[config.mk]
export PLATFORM = sky130hd
export DESIGN_NAME = lpm_route_table
export DESIGN_NICKNAME = d
export VERILOG_FILES = /design/src/rtl/core/lrt_pkg.sv /design/src/rtl/core/lpm_route_table.sv /design/src/rtl/core/lrt_ctrl.sv /design/src/rtl/core/lrt_datapath.sv
export SDC_FILE = /design/constraint.sdc
export NUM_CORES = 2
export LEC_CHECK = 0
export BUFFER_PORTS_ARGS = -buffer_cell sky130_fd_sc_hd__buf_4
export CORE_ASPECT_RATIO = 1.4
export CORE_UTILIZATION = 46
export DETAILED_ROUTE_END_ITERATION = 6
export SYNTH_ARGS = -nofsm -noshare
export SYNTH_HDL_FRONTEND = slang
export SYNTH_SLANG_ARGS = --single-unit
export TNS_END_PERCENT = 1
[constraint.sdc]
create_clock -name clk -period 13.4 [get_ports clk]
set_clock_uncertainty 0.05 [all_clocks]
set_input_delay 3.35 -clock clk [delete_from_list [all_inputs] [get_ports clk]]
set_output_delay 3.35 -clock clk [all_outputs]
set_load 0.05 [all_outputs]
[src/rtl/core/lrt_pkg.sv]
// ----------------------------------------------------------------------------
// lrt_pkg: shared types, codes and helpers of the IPv4 route table
// Holds the field widths, the request and result codes, the table entry
// layout and the command and status groups between controller and datapath.
// ----------------------------------------------------------------------------
`default_nettype none

package lrt_pkg;

  // Default number of table entries.
  localparam int DEF_TABLE_DEPTH = 16;

  // Field widths.
  localparam int ADDR_W     = 32;
  localparam int PLEN_W     = 6;
  localparam int IFACE_W    = 4;
  localparam int COST_W     = 32;
  localparam int INDEX_W    = 4;
  localparam int MODE_W     = 3;
  localparam int STATUS_W   = 3;
  localparam int COUNT_W    = 5;
  localparam int IN_DATA_W  = 120;
  localparam int OUT_DATA_W = 80;

  localparam logic [PLEN_W-1:0] HOST_LEN  = 6'd32;
  localparam logic [ADDR_W-1:0] FULL_MASK = 32'hFFFF_FFFF;

  // Request modes.
  localparam logic [MODE_W-1:0] MODE_LOOKUP    = 3'd0;
  localparam logic [MODE_W-1:0] MODE_ADD       = 3'd1;
  localparam logic [MODE_W-1:0] MODE_DEL_INDEX = 3'd2;
  localparam logic [MODE_W-1:0] MODE_DEL_IFACE = 3'd3;
  localparam logic [MODE_W-1:0] MODE_DEL_NET   = 3'd4;

  // Result status codes.
  localparam logic [STATUS_W-1:0] RES_OK        = 3'd0;
  localparam logic [STATUS_W-1:0] RES_NO_ROUTE  = 3'd1;
  localparam logic [STATUS_W-1:0] RES_FULL      = 3'd2;
  localparam logic [STATUS_W-1:0] RES_DUP       = 3'd3;
  localparam logic [STATUS_W-1:0] RES_BAD_INDEX = 3'd4;

  // One table entry as held in the table memory.
  typedef struct packed {
    logic [ADDR_W-1:0]  net;
    logic [PLEN_W-1:0]  plen;
    logic [ADDR_W-1:0]  gw;
    logic [IFACE_W-1:0] iface;
    logic [COST_W-1:0]  cost;
  } lrt_entry_t;

  // One request as taken from the input channel.
  typedef struct packed {
    logic [MODE_W-1:0]  mode;
    logic [ADDR_W-1:0]  addr;
    logic [PLEN_W-1:0]  plen;
    logic [ADDR_W-1:0]  gw;
    logic [IFACE_W-1:0] iface;
    logic [COST_W-1:0]  cost;
    logic [INDEX_W-1:0] index;
    logic               use_filter;
    logic [IFACE_W-1:0] filter_iface;
  } lrt_req_t;

  // One result as handed to the output channel.
  typedef struct packed {
    logic [STATUS_W-1:0] status;
    logic [ADDR_W-1:0]   hit_network;
    logic [ADDR_W-1:0]   hit_gateway;
    logic [IFACE_W-1:0]  hit_iface;
    logic [COUNT_W-1:0]  removed_count;
    logic [COUNT_W-1:0]  entries_used;
  } lrt_resp_t;

  // Commands from the controller to the datapath.
  typedef struct packed {
    logic load;
    logic step;
    logic finish;
  } lrt_cmd_t;

  // Status from the datapath to the controller.
  typedef struct packed {
    logic scan_done;
  } lrt_stat_t;

  typedef enum logic [1:0] {
    S_IDLE,
    S_SCAN,
    S_HOLD
  } lrt_state_t;

  // Prefix lengths above a host route count as a host route.
  function automatic logic [PLEN_W-1:0] clamp_len(input logic [PLEN_W-1:0] len);
    return (len > HOST_LEN) ? HOST_LEN : len;
  endfunction

  // Network mask for a prefix length of at most a host route.
  function automatic logic [ADDR_W-1:0] len_mask(input logic [PLEN_W-1:0] len);
    logic [ADDR_W-1:0] m;
    if (len == '0) begin
      m = '0;
    end else begin
      m = FULL_MASK << (HOST_LEN - len);
    end
    return m;
  endfunction

endpackage

`default_nettype wire

[src/rtl/core/lpm_route_table.sv]
// A result is registered once the scan over the N entries held has ended; a host
// route hit in a lookup or a duplicate in an add ends the scan sooner.
// The scan reads one entry per cycle. A new request is taken only after the last
// result went to the output register; a result waiting there delays that handover.
// Reset clears the fill count and the handshake state; the table memory is
// not cleared, entries beyond the fill count are never read.
// ----------------------------------------------------------------------------
// lpm_route_table: IPv4 longest prefix match route table
// Stream request in, one result per request out. Lookups, adds and
// compacting removals run as an ordered scan over the table.
// ----------------------------------------------------------------------------
`default_nettype none

module lpm_route_table #(
  parameter int TABLE_DEPTH = lrt_pkg::DEF_TABLE_DEPTH
) (
  input  wire logic                          clk,
  input  wire logic                          rst_n,
  // in_tdata, from the lowest bit: address[31:0], prefix_len[37:32],
  // gateway[69:38], iface[73:70], route_cost[105:74], entry_index[109:106],
  // use_filter[110], filter_iface[114:111], zero fill up to 120 bits.
  input  wire logic [lrt_pkg::IN_DATA_W-1:0]  in_tdata,
  // in_tuser: mode[2:0].
  input  wire logic [lrt_pkg::MODE_W-1:0]     in_tuser,
  input  wire logic                          in_tvalid,
  output logic                               in_tready,
  // out_tdata, from the lowest bit: hit_network[31:0], hit_gateway[63:32],
  // hit_iface[67:64], removed_count[72:68], entries_used[77:73],
  // zero fill up to 80 bits.
  output logic [lrt_pkg::OUT_DATA_W-1:0]     out_tdata,
  // out_tuser: status[2:0].
  output logic [lrt_pkg::STATUS_W-1:0]       out_tuser,
  output logic                               out_tvalid,
  input  wire logic                          out_tready
);

  import lrt_pkg::*;

  lrt_req_t  req;
  lrt_resp_t resp;
  lrt_cmd_t  cmd;
  lrt_stat_t stat;

  // Request fields out of the input transfer.
  assign req.mode         = in_tuser;
  assign req.addr         = in_tdata[31:0];
  assign req.plen         = in_tdata[37:32];
  assign req.gw           = in_tdata[69:38];
  assign req.iface        = in_tdata[73:70];
  assign req.cost         = in_tdata[105:74];
  assign req.index        = in_tdata[109:106];
  assign req.use_filter   = in_tdata[110];
  assign req.filter_iface = in_tdata[114:111];

  lrt_ctrl u_ctrl (
    .clk        (clk),
    .rst_n      (rst_n),
    .in_tvalid  (in_tvalid),
    .in_tready  (in_tready),
    .out_tvalid (out_tvalid),
    .out_tready (out_tready),
    .stat       (stat),
    .cmd        (cmd)
  );

  lrt_datapath #(
    .TABLE_DEPTH (TABLE_DEPTH)
  ) u_datapath (
    .clk    (clk),
    .rst_n  (rst_n),
    .in_req (req),
    .cmd    (cmd),
    .stat   (stat),
    .resp   (resp)
  );

  // Result fields into the output transfer.
  assign out_tuser = resp.status;
  assign out_tdata = {2'b00, resp.entries_used, resp.removed_count,
                      resp.hit_iface, resp.hit_gateway, resp.hit_network};

endmodule

`default_nettype wire

[src/rtl/core/lrt_ctrl.sv]
// ----------------------------------------------------------------------------
// lrt_ctrl: sequencing controller of the route table
// Takes one request, steps the datapath through the table scan and hands
// the result to the output register once that register is free.
// ----------------------------------------------------------------------------
`default_nettype none

module lrt_ctrl (
  input  wire logic              clk,
  input  wire logic              rst_n,
  input  wire logic              in_tvalid,
  output logic                   in_tready,
  output logic                   out_tvalid,
  input  wire logic              out_tready,
  input  wire lrt_pkg::lrt_stat_t stat,
  output lrt_pkg::lrt_cmd_t      cmd
);

  import lrt_pkg::*;

  lrt_state_t state_r, state_nxt;
  logic       out_valid_r, out_valid_nxt;
  logic       out_free;

  // State and output valid registers.
  always_ff @(posedge clk) begin
    if (!rst_n) begin
      state_r     <= S_IDLE;
      out_valid_r <= 1'b0;
    end else begin
      state_r     <= state_nxt;
      out_valid_r <= out_valid_nxt;
    end
  end

  // Next state and commands.
  always_comb begin
    state_nxt  = state_r;
    cmd        = '0;
    in_tready  = 1'b0;
    out_free   = !out_valid_r || out_tready;
    unique case (state_r)
      S_IDLE: begin
        in_tready = 1'b1;
        if (in_tvalid) begin
          cmd.load  = 1'b1;
          state_nxt = S_SCAN;
        end
      end
      S_SCAN: begin
        cmd.step = 1'b1;
        if (stat.scan_done) begin
          if (out_free) begin
            cmd.finish = 1'b1;
            state_nxt  = S_IDLE;
          end else begin
            state_nxt = S_HOLD;
          end
        end
      end
      S_HOLD: begin
        if (out_free) begin
          cmd.finish = 1'b1;
          state_nxt  = S_IDLE;
        end
      end
      default: begin
        state_nxt = S_IDLE;
      end
    endcase
  end

  // The output register fills on finish and empties on a transfer.
  always_comb begin
    if (cmd.finish) begin
      out_valid_nxt = 1'b1;
    end else if (out_tready) begin
      out_valid_nxt = 1'b0;
    end else begin
      out_valid_nxt = out_valid_r;
    end
  end

  assign out_tvalid = out_valid_r;

  // Waiting for the output register only happens while it holds a result.
  a_hold_full: assert property (@(posedge clk) disable iff (!rst_n)
    (state_r == S_HOLD) |-> out_valid_r)
    else $error("hold state entered with an empty output register");

  // A result is only written once the scan has ended.
  a_finish_done: assert property (@(posedge clk) disable iff (!rst_n)
    cmd.finish |-> stat.scan_done)
    else $error("finish issued before the scan ended");

  // Every finish leaves a result waiting at the output.
  a_finish_valid: assert property (@(posedge clk) disable iff (!rst_n)
    cmd.finish |=> out_valid_r)
    else $error("finish did not present a result");

endmodule

`default_nettype wire

[src/rtl/core/lrt_datapath.sv]
// ----------------------------------------------------------------------------
// lrt_datapath: table memory, scan engine and result register
// Scans the table one entry per cycle through a registered read port,
// keeps the best match, detects duplicates and compacts on removal.
// ----------------------------------------------------------------------------
`default_nettype none

module lrt_datapath #(
  parameter int TABLE_DEPTH = lrt_pkg::DEF_TABLE_DEPTH
) (
  input  wire logic              clk,
  input  wire logic              rst_n,
  input  wire lrt_pkg::lrt_req_t  in_req,
  input  wire lrt_pkg::lrt_cmd_t  cmd,
  output lrt_pkg::lrt_stat_t     stat,
  output lrt_pkg::lrt_resp_t     resp
);

  import lrt_pkg::*;

  localparam int AW = (TABLE_DEPTH > 1) ? $clog2(TABLE_DEPTH) : 1;
  localparam int CW = $clog2(TABLE_DEPTH + 1);
  localparam int XW = (CW > INDEX_W) ? CW : INDEX_W;
  localparam logic [CW-1:0] DEPTH_C = CW'(TABLE_DEPTH);

  // Table memory and its registered read data.
  lrt_entry_t mem [TABLE_DEPTH];
  lrt_entry_t mem_q;

  // Control state.
  logic [CW-1:0] fill_r, fill_nxt;
  logic [CW-1:0] rd_cnt_r;
  logic [CW-1:0] wptr_r;
  logic          pend_vld_r;
  logic          stop_r;
  logic          found_r;
  logic          dup_r;

  // Request and running match registers.
  lrt_req_t          req_r, req_nxt;
  logic [ADDR_W-1:0] netw_r;
  logic [AW-1:0]     pend_idx_r;
  logic [PLEN_W-1:0] best_len_r;
  logic [COST_W-1:0] best_cost_r;
  logic [ADDR_W-1:0] hit_net_r;
  logic [ADDR_W-1:0] hit_gw_r;
  logic [IFACE_W-1:0] hit_ifc_r;
  lrt_resp_t         resp_r, resp_nxt;

  logic              rd_en;
  logic              more;
  logic              proc;
  logic [ADDR_W-1:0] e_mask;
  logic              lk_take;
  logic              is_dup;
  logic              is_remove;
  logic              drop;
  logic              add_ok;
  logic              wr_en;
  logic [AW-1:0]     wr_addr;
  lrt_entry_t        wr_data;
  lrt_entry_t        new_entry;

  // Scan progress.
  assign more  = rd_cnt_r < fill_r;
  assign rd_en = cmd.step && !stop_r && more;
  assign proc  = cmd.step && pend_vld_r && !stop_r;
  assign stat.scan_done = stop_r || (!pend_vld_r && !more);

  // Lookup: longest prefix, then lowest cost, a later equal entry wins.
  assign e_mask  = len_mask(mem_q.plen);
  assign lk_take = ((req_r.addr & e_mask) == (mem_q.net & e_mask)) &&
                   (!req_r.use_filter || (mem_q.iface == req_r.filter_iface)) &&
                   ((mem_q.plen > best_len_r) ||
                    ((mem_q.plen == best_len_r) && (mem_q.cost <= best_cost_r)));

  assign new_entry.net   = req_r.addr;
  assign new_entry.plen  = req_r.plen;
  assign new_entry.gw    = req_r.gw;
  assign new_entry.iface = req_r.iface;
  assign new_entry.cost  = req_r.cost;
  assign is_dup = (mem_q == new_entry);

  // Removal decision for the entry at hand.
  always_comb begin
    is_remove = 1'b0;
    drop      = 1'b0;
    unique case (req_r.mode)
      MODE_DEL_INDEX: begin
        is_remove = 1'b1;
        drop      = (XW'(pend_idx_r) == XW'(req_r.index));
      end
      MODE_DEL_IFACE: begin
        is_remove = 1'b1;
        drop      = (mem_q.iface == req_r.iface);
      end
      MODE_DEL_NET: begin
        is_remove = 1'b1;
        drop      = (mem_q.iface == req_r.iface) && (mem_q.plen != HOST_LEN) &&
                    (mem_q.net == netw_r) && (mem_q.plen == req_r.plen);
      end
      default: begin
        is_remove = 1'b0;
      end
    endcase
  end

  assign add_ok = (req_r.mode == MODE_ADD) && !dup_r && (fill_r != DEPTH_C);

  // Memory write: kept entries move down during a removal, an add appends.
  always_comb begin
    wr_en   = 1'b0;
    wr_addr = wptr_r[AW-1:0];
    wr_data = mem_q;
    if (proc && is_remove && !drop) begin
      wr_en = 1'b1;
    end else if (cmd.finish && add_ok) begin
      wr_en   = 1'b1;
      wr_addr = fill_r[AW-1:0];
      wr_data = new_entry;
    end
  end

  always_ff @(posedge clk) begin
    if (wr_en) begin
      mem[wr_addr] <= wr_data;
    end
    if (rd_en) begin
      mem_q <= mem[rd_cnt_r[AW-1:0]];
    end
  end

  // Result of the finished item.
  always_comb begin
    fill_nxt        = fill_r;
    resp_nxt        = '0;
    resp_nxt.status = RES_OK;
    unique case (req_r.mode)
      MODE_LOOKUP: begin
        resp_nxt.status      = found_r ? RES_OK : RES_NO_ROUTE;
        resp_nxt.hit_network = hit_net_r;
        resp_nxt.hit_gateway = hit_gw_r;
        resp_nxt.hit_iface   = hit_ifc_r;
      end
      MODE_ADD: begin
        if (dup_r) begin
          resp_nxt.status = RES_DUP;
        end else if (fill_r == DEPTH_C) begin
          resp_nxt.status = RES_FULL;
        end else begin
          fill_nxt = fill_r + 1'b1;
        end
      end
      MODE_DEL_INDEX: begin
        if (XW'(req_r.index) >= XW'(fill_r)) begin
          resp_nxt.status = RES_BAD_INDEX;
        end else begin
          fill_nxt               = wptr_r;
          resp_nxt.removed_count = COUNT_W'(fill_r - wptr_r);
        end
      end
      MODE_DEL_IFACE: begin
        fill_nxt               = wptr_r;
        resp_nxt.removed_count = COUNT_W'(fill_r - wptr_r);
      end
      MODE_DEL_NET: begin
        fill_nxt               = wptr_r;
        resp_nxt.removed_count = COUNT_W'(fill_r - wptr_r);
      end
      default: begin
        fill_nxt = fill_r;
      end
    endcase
    resp_nxt.entries_used = COUNT_W'(fill_nxt);
  end

  // The request is held with its prefix length already clamped.
  always_comb begin
    req_nxt      = in_req;
    req_nxt.plen = clamp_len(in_req.plen);
  end

  // Control registers.
  always_ff @(posedge clk) begin
    if (!rst_n) begin
      fill_r     <= '0;
      rd_cnt_r   <= '0;
      wptr_r     <= '0;
      pend_vld_r <= 1'b0;
      stop_r     <= 1'b0;
      found_r    <= 1'b0;
      dup_r      <= 1'b0;
    end else if (cmd.load) begin
      rd_cnt_r   <= '0;
      wptr_r     <= '0;
      pend_vld_r <= 1'b0;
      stop_r     <= 1'b0;
      found_r    <= 1'b0;
      dup_r      <= 1'b0;
    end else begin
      if (cmd.step) begin
        pend_vld_r <= rd_en;
        if (rd_en) begin
          rd_cnt_r <= rd_cnt_r + 1'b1;
        end
      end
      if (proc) begin
        if (req_r.mode == MODE_LOOKUP && lk_take) begin
          found_r <= 1'b1;
          if (mem_q.plen == HOST_LEN) begin
            stop_r <= 1'b1;
          end
        end
        if (req_r.mode == MODE_ADD && is_dup) begin
          dup_r  <= 1'b1;
          stop_r <= 1'b1;
        end
        if (is_remove && !drop) begin
          wptr_r <= wptr_r + 1'b1;
        end
      end
      if (cmd.finish) begin
        fill_r <= fill_nxt;
      end
    end
  end

  // Payload registers.
  always_ff @(posedge clk) begin
    if (cmd.load) begin
      req_r       <= req_nxt;
      netw_r      <= in_req.addr & len_mask(req_nxt.plen);
      best_len_r  <= '0;
      best_cost_r <= FULL_MASK;
      hit_net_r   <= '0;
      hit_gw_r    <= '0;
      hit_ifc_r   <= '0;
    end else if (proc && req_r.mode == MODE_LOOKUP && lk_take) begin
      best_len_r  <= mem_q.plen;
      best_cost_r <= mem_q.cost;
      hit_net_r   <= mem_q.net;
      hit_gw_r    <= mem_q.gw;
      hit_ifc_r   <= mem_q.iface;
    end
    if (cmd.step) begin
      pend_idx_r <= rd_cnt_r[AW-1:0];
    end
    if (cmd.finish) begin
      resp_r <= resp_nxt;
    end
  end

  assign resp = resp_r;

  // The table never holds more entries than it has room for.
  a_fill_bound: assert property (@(posedge clk) disable iff (!rst_n)
    fill_r <= DEPTH_C)
    else $error("fill count above table depth");

  // Compaction never writes ahead of what has been read.
  a_wptr_behind: assert property (@(posedge clk) disable iff (!rst_n)
    wptr_r <= rd_cnt_r)
    else $error("compaction write pointer passed the read pointer");

  // Only filled entries are ever examined.
  a_pend_filled: assert property (@(posedge clk) disable iff (!rst_n)
    pend_vld_r |-> (CW'(pend_idx_r) < fill_r))
    else $error("scan examined an entry beyond the fill count");

  // An early stop only ends a lookup or an add.
  a_stop_mode: assert property (@(posedge clk) disable iff (!rst_n)
    stop_r |-> (req_r.mode == MODE_LOOKUP || req_r.mode == MODE_ADD))
    else $error("early stop during a removal");

endmodule

`default_nettype wire

# ---- After elaboration in Yosys (flattened, before gate mapping)
# Memories as Yosys holds them, arrays and structs flattened. A register that Yosys moved wholly into a read port is not among the register bits.
# Index checks and enable logic that the tools add are counted.
dict set report totals {
  ramBits 1696
  elab_cells 162
  register_bits 363
  input_bits 127
  output_inout_bits 85
  memories 1
}
dict set report classes {
  reduce_logical 49
  add_sub_neg 6
  bitwise_logic 5
  n_eq_ne 21
  n_lt_le_gt_ge 5
  n_mux 42
  shifts 2
}
# name words width read_ports rd_clocked_by_memory_dff wr line
set mem_list {}
lappend mem_list {u_datapath.mem 16 106 1 1 1 lrt_datapath.sv:27} ;# lrt_entry_t mem [TABLE_DEPTH];
# cell count
set op_table {}
lappend op_table {{$mux 106} 2}
lappend op_table {{$eq 106x106->1} 1}
lappend op_table {{$and 32x32->32} 3}
lappend op_table {{$mux 32} 3}
lappend op_table {{$eq 32x32->1} 2}
lappend op_table {{$shl 32x6->32 const A} 2}
lappend op_table {{$le 32x32->1} 1}
lappend op_table {{$logic_and 1x1->1} 21}
lappend op_table {{$mux 5} 4}
lappend op_table {{$mux 1} 17}
lappend op_table {{$add 5x1->5 const B} 3}
lappend op_table {{$pmux 5 s3} 1}
lappend op_table {{$eq 4x4->1} 3}
lappend op_table {{$eq 6x6->1} 2}
lappend op_table {{$logic_not 6->1} 2}
lappend op_table {{$mux 2} 6}
lappend op_table {{$sub 6x6->6 const A} 2}
lappend op_table {{$pmux 5 s2} 1}
lappend op_table {{$reduce_and 2->1} 5}
lappend op_table {{$pmux 3 s3} 1}
lappend op_table {{$mux 4} 2}
lappend op_table {{$logic_not 1->1} 7}
lappend op_table {{$eq 3x2->1 const B} 2}
lappend op_table {{$eq 6x6->1 const B} 1}
lappend op_table {{27 further kinds} 36}

# ---- Logic depth before layout (Yosys ltp)
dict set report depth {
  word_depth 11
  ltp_mapped 14
  mapped_depth_nobuf 10
}

# ---- Modules after synthesis
# A second synthesis with hierarchy kept.
dict set report unflattened {
  cells_unflattened 4152
  area_unflattened_um2 84808.8
}
# mod seq_area_each_um2 area_per_inst_um2 n_inst cells_per_inst
set modules_own_cells {}
lappend modules_own_cells {lrt_datapath 63671.1 84552.3 1 4122}
lappend modules_own_cells {lrt_ctrl 60.1 237.7 1 27}
lappend modules_own_cells {lpm_route_table 0.0 18.8 1 3}

# ---- Least setup slack after synthesis
# No wires, ideal clock.
dict set report synth_timing {
  path_type {input to register}
  start {input port out_tready}
  end {memory u_datapath.mem[0][0] (netlist name), enable pin}
  path_slack_ns 3.098
  n_path_buf 1
  required_time_ns 12.734
  setup_ns 0.616
  cell_stages 6
  t_arrival_ns 9.636
  cell_sequence {nor2b_1 > nand2b_1 > nor2_1 > clkbuf_1 > nand3_1 > a22oi_1}
}
dict set report synth_via {
  elab_chain_cells 9
  word_cells_on_any_way 11
  cone_classes {9 x mux; 2 x reduce/logical}
}
# element line
set synth_rtl {}
lappend synth_rtl {{start, declared} lpm_route_table.sv:34} ;# input wire logic out_tready
lappend synth_rtl {{$logic_or 1x1->1 *} lrt_ctrl.sv:41} ;# out_free = !out_valid_r || out_tready;
lappend synth_rtl {{$mux 1 *} {lrt_ctrl.sv:53, lrt_ctrl.sv:62}}
lappend synth_rtl {{$mux 1} lrt_ctrl.sv:52} ;# if (stat.scan_done) begin
lappend synth_rtl {{$pmux 1 s2 *} lrt_ctrl.sv:42} ;# unique case (state_r)
lappend synth_rtl {{$logic_and 1x1->1 *} lrt_datapath.sv:117} ;# end else if (cmd.finish && add_ok) begin
lappend synth_rtl {{$mux 1} lrt_datapath.sv:117}
lappend synth_rtl {{$mux 1} lrt_datapath.sv:115} ;# if (proc && is_remove && !drop) begin
lappend synth_rtl {{$mux 1} lrt_datapath.sv:125} ;# if (wr_en) begin
lappend synth_rtl {{$mux 1 (implied by the code)} lrt_datapath.sv:126} ;# mem[wr_addr] <= wr_data;
lappend synth_rtl {{end, declared} lrt_datapath.sv:27}
# Mark *: on every way between the ends. The rest lies on a longest branch, timed or not.

# ---- Final worst setup path
dict set report layout_timing {
  start {input port out_tready}
  end {memory u_datapath.mem[8][90] (netlist name), enable pin}
}
# The elaborated chain is that of the path after synthesis.

==> metrics.txt <==
post-route ant nets=0; Routed WL per cell=~30 µm; Worst VDD drop=0.000124 V; mapped cell area=roughly 85000 µm²; syn_area_per_cell=20.6 µm²; Hold WC Path Type=flop to flop; Yosys reg bits=2165; Req. time, crit path=13800 ps; layer with the highest usage=met2; Tot GR Track Use=22.9%; share of the synthesized area in the top cell type=slightly above 70%; Layout area overhead=13.5%; P_leak=30.1 nW; Flop pwr share=between 50% and 60%; Reg clk slew, reported paths=60 ps; GR Util met3=under 10%; crit path DAT=~7700 ps; final setup TNS=0 ps; critical-path maximum fanout=41; NetSw=3.12 mW; post-cts sizing count=0; Slew Limit Fails=0; Async S/R FF share, synth=0%; worst r2r path cells=14; die height=between 500 and 600 µm; H-Tree Depth=4; Final Hold Viols=0; Pwr Density=147 nW/µm²; Distinct cells, synth=70; first-pass GRT wire length=303000 µm; Switching Fraction=22.0%; CP startpoint kind=primary input; Synth area leaders=edfxtp_1 72%, mux4_2 14%, dfxtp_1 3.0%; register-to-register setup slack=7290 ps; share of layout cells above drive strength 1=a little over a quarter; Post-synth EDFFs=approximately 2000; largest net degree at the start of global routing=126; total core area=around 180000 µm²; period utilization=a little over half; Fillers=14300; hold-fix buffer count after cts=0; dpl ws=5330 ps; Worst R2R Start=u_datapath.mem_q[69]$_DFFE_PP_; Max-slew headroom=between 20% and 30%; Num CTS Buffers=204; Via density=5.90; final core occ=between 50 and 60%; sequential fraction of the synthesis area=74.9%; outcome=finished clean; TritonCTS clock tree=yes; hold endpoint=u_datapath.hit_net_r[15]$_SDFFE_PP0P_; clk buf depth=3; grt ovf=0; Worst Max-Slew Pin Slew=approximately 1100 ps; Syn Inst Count=4129; Clock Latency Late Sink=860 ps; drt first-iter violations=about 4300; port bufs=204; register area=63700 µm²; final setup margin=6150 ps; area of the multi-input gates=20500 µm²; Final HPWL DP=111000 µm; max-cap check violation count=0; Final setup viols=0; Clock power frac=41.1%; area leader, netlist=edfxtp_1; vias in the first global route=41900; Period minus WS final=7250 ps; power share of the combinational group=5.1%; Post-CTS Setup Bufs=0; DRC viols=0; Critical R2R Capture=u_datapath.mem[8][90]$_DFFE_PP_; row count=186; hold path depth=2; FMAX=138 MHz; Layout Nets=4607; Root Buffer=clkbuf_16; P_int=between 10 and 15 mW; GR Util met1=32.9%; Pre-antenna DRT Iters=5; routing usage on met2=between 30% and 40%; Synth Warn #=0; Placer Congestion=0.887; Worst Hold Launch=u_datapath.hit_net_r[15]$_SDFFE_PP0P_; CTS Sinks=2165; DIE AREA=187000 µm²; CP startpoint=out_tready; Crit Path Class=primary input to flop; Post-Route WL=around 210000 µm; DIE WIDTH=365 µm; # IOs=between 200 and 250; unrepaired setup endpoints after global routing=no; Most used DFF post-synth=edfxtp_1; initial core utilization=46.3%; vias after detailed routing=41500; initial antenna violation count=8; Critical Path Sink Type=flop
metrics by stage:
stage	std cells	instance area [µm²]	hold slack (ps)	power (mW)
2_1_floorplan	4130	85100	380	8.18
3_3_place_gp	6652	89800	391	8.47
3_5_place_dp	6652	89800	394	8.48
4_1_cts	7034	96500	403	14.3
5_1_grt	7035	96500	413	14.5
6_report	7036	96500	401	14.1
synth_stat cells, types with 7 or more instances:
cell         n
nor2_1     133
buf_2       12
nor2b_1     11
xor2_1      50
dfxtp_1    128
nand3_1     25
clkbuf_1   145
nand2b_1    13
and3_1      10
mux2_2     100
nand2_1    182
buf_4       11
xnor2_1    114
o311a_1      7
and2_1      72
mux2i_1    108
nor3_1      12
nand4_1     37
mux4_2     530
a21oi_1     54
o21ai_0     40
a31oi_1      9
inv_1       68
nor4_1      20
a21o_1      21
o211ai_1     9
edfxtp_1  2037
ha_1        65
buf_1       23
cell usage in the layout, fill, tap and decap left out, types with 65 or more instances in the layout:
cell,n
edfxtp_1,2037
mux4_2,530
buf_4,254
clkbuf_16,207
nand2_1,181
nor2_1,132
dfxtp_1,124
xnor2_1,114
mux2i_1,108
mux2_2,100
and2_1,72
inv_1,67
ha_1,65
registers in the layout, summed over array words and instances, names as in the netlist, 5 cells and up:
register and count:
u_datapath.netw_r 32, u_datapath.fill_r 5, u_datapath.mem 1696, u_datapath.new_entry 106
u_datapath.hit_net_r 32, u_datapath.req_r 12, u_datapath.best_len_r 6, u_datapath.best_cost_r 32
u_datapath.mem_q 106, u_datapath.wptr_r 5, u_datapath.hit_gw_r 32, u_datapath.rd_cnt_r 5
u_datapath.resp 81
cells by family (layout without fill, tap and decap cells):
family                   after synthesis  count (layout)  share of synthesized area, %
AND/OR/NAND/NOR                      540             540                          3.03
other                                  1               4                       0.00441
multiplexers                         738             738                          16.6
XOR/XNOR                             164             164                          1.69
buffers and inverters                263             723                          1.26
AO/OA/AOI/OAI                        192             192                          1.48
adder cells (fa/ha/maj)               66              66                         0.980
flip-flops                          2165            2165                          74.9
worst max path at each step:
stage / cells past startpoint / slack (ps) / endpoint
after global routing: 9 / 6100 / u_datapath.mem[8][99]$_DFFE_PP_
final: 9 / 6150 / u_datapath.mem[8][90]$_DFFE_PP_
after CTS: 9 / 6220 / u_datapath.mem[8][86]$_DFFE_PP_
after floorplan: 6 / 3100 / u_datapath.mem[0][0]$_DFFE_PP_
after global placement: 9 / 5320 / u_datapath.mem[8][95]$_DFFE_PP_
after detailed placement: 9 / 5330 / u_datapath.mem[8][95]$_DFFE_PP_
power by group through the flow:
| stage | logic, mW | registers (mW) | clock network, mW |
|---|---|---|---|
| detailed placement | 0.722 | 7.76 | 0 |
| CTS | 0.725 | 7.61 | 5.92 |
| global route | 0.766 | 7.62 | 6.15 |
| global placement | 0.712 | 7.76 | 0 |
| floorplan | 0.397 | 7.79 | 0 |
| finish | 0.715 | 7.61 | 5.82 |
worst max-delay path, stage by stage:
cell	delay, ps
buf_4	110
nor2b_1	370
nand2b_1	320
or2_0	450
o211ai_1	400
a22oi_2	290
buf_4	720
buf_4	660
buf_4	800
per-layer routing:
metal / vias to the layer above / share of wire [%] / wire length (µm)
li1: 17400 / - / -
met1: 22400 / 43 / 90200
met2: 1475 / 50 / 105000
met3: 260 / 5.9 / 12600
met4: 2 / 1.9 / 3930
met5: - / 0.0094 / 20
layout make-up:
type                       count  area share [%]
antenna                        2         0.00518
clock buffer                 265            5.76
clock inverter               117            1.23
inverter                      69           0.276
multi-input combinational   1702            21.2
sequential                  2165            66.0
tap                         2444            3.17
timing repair buffer         272            2.35
Note: power is estimated with default switching activity, not from simulation.
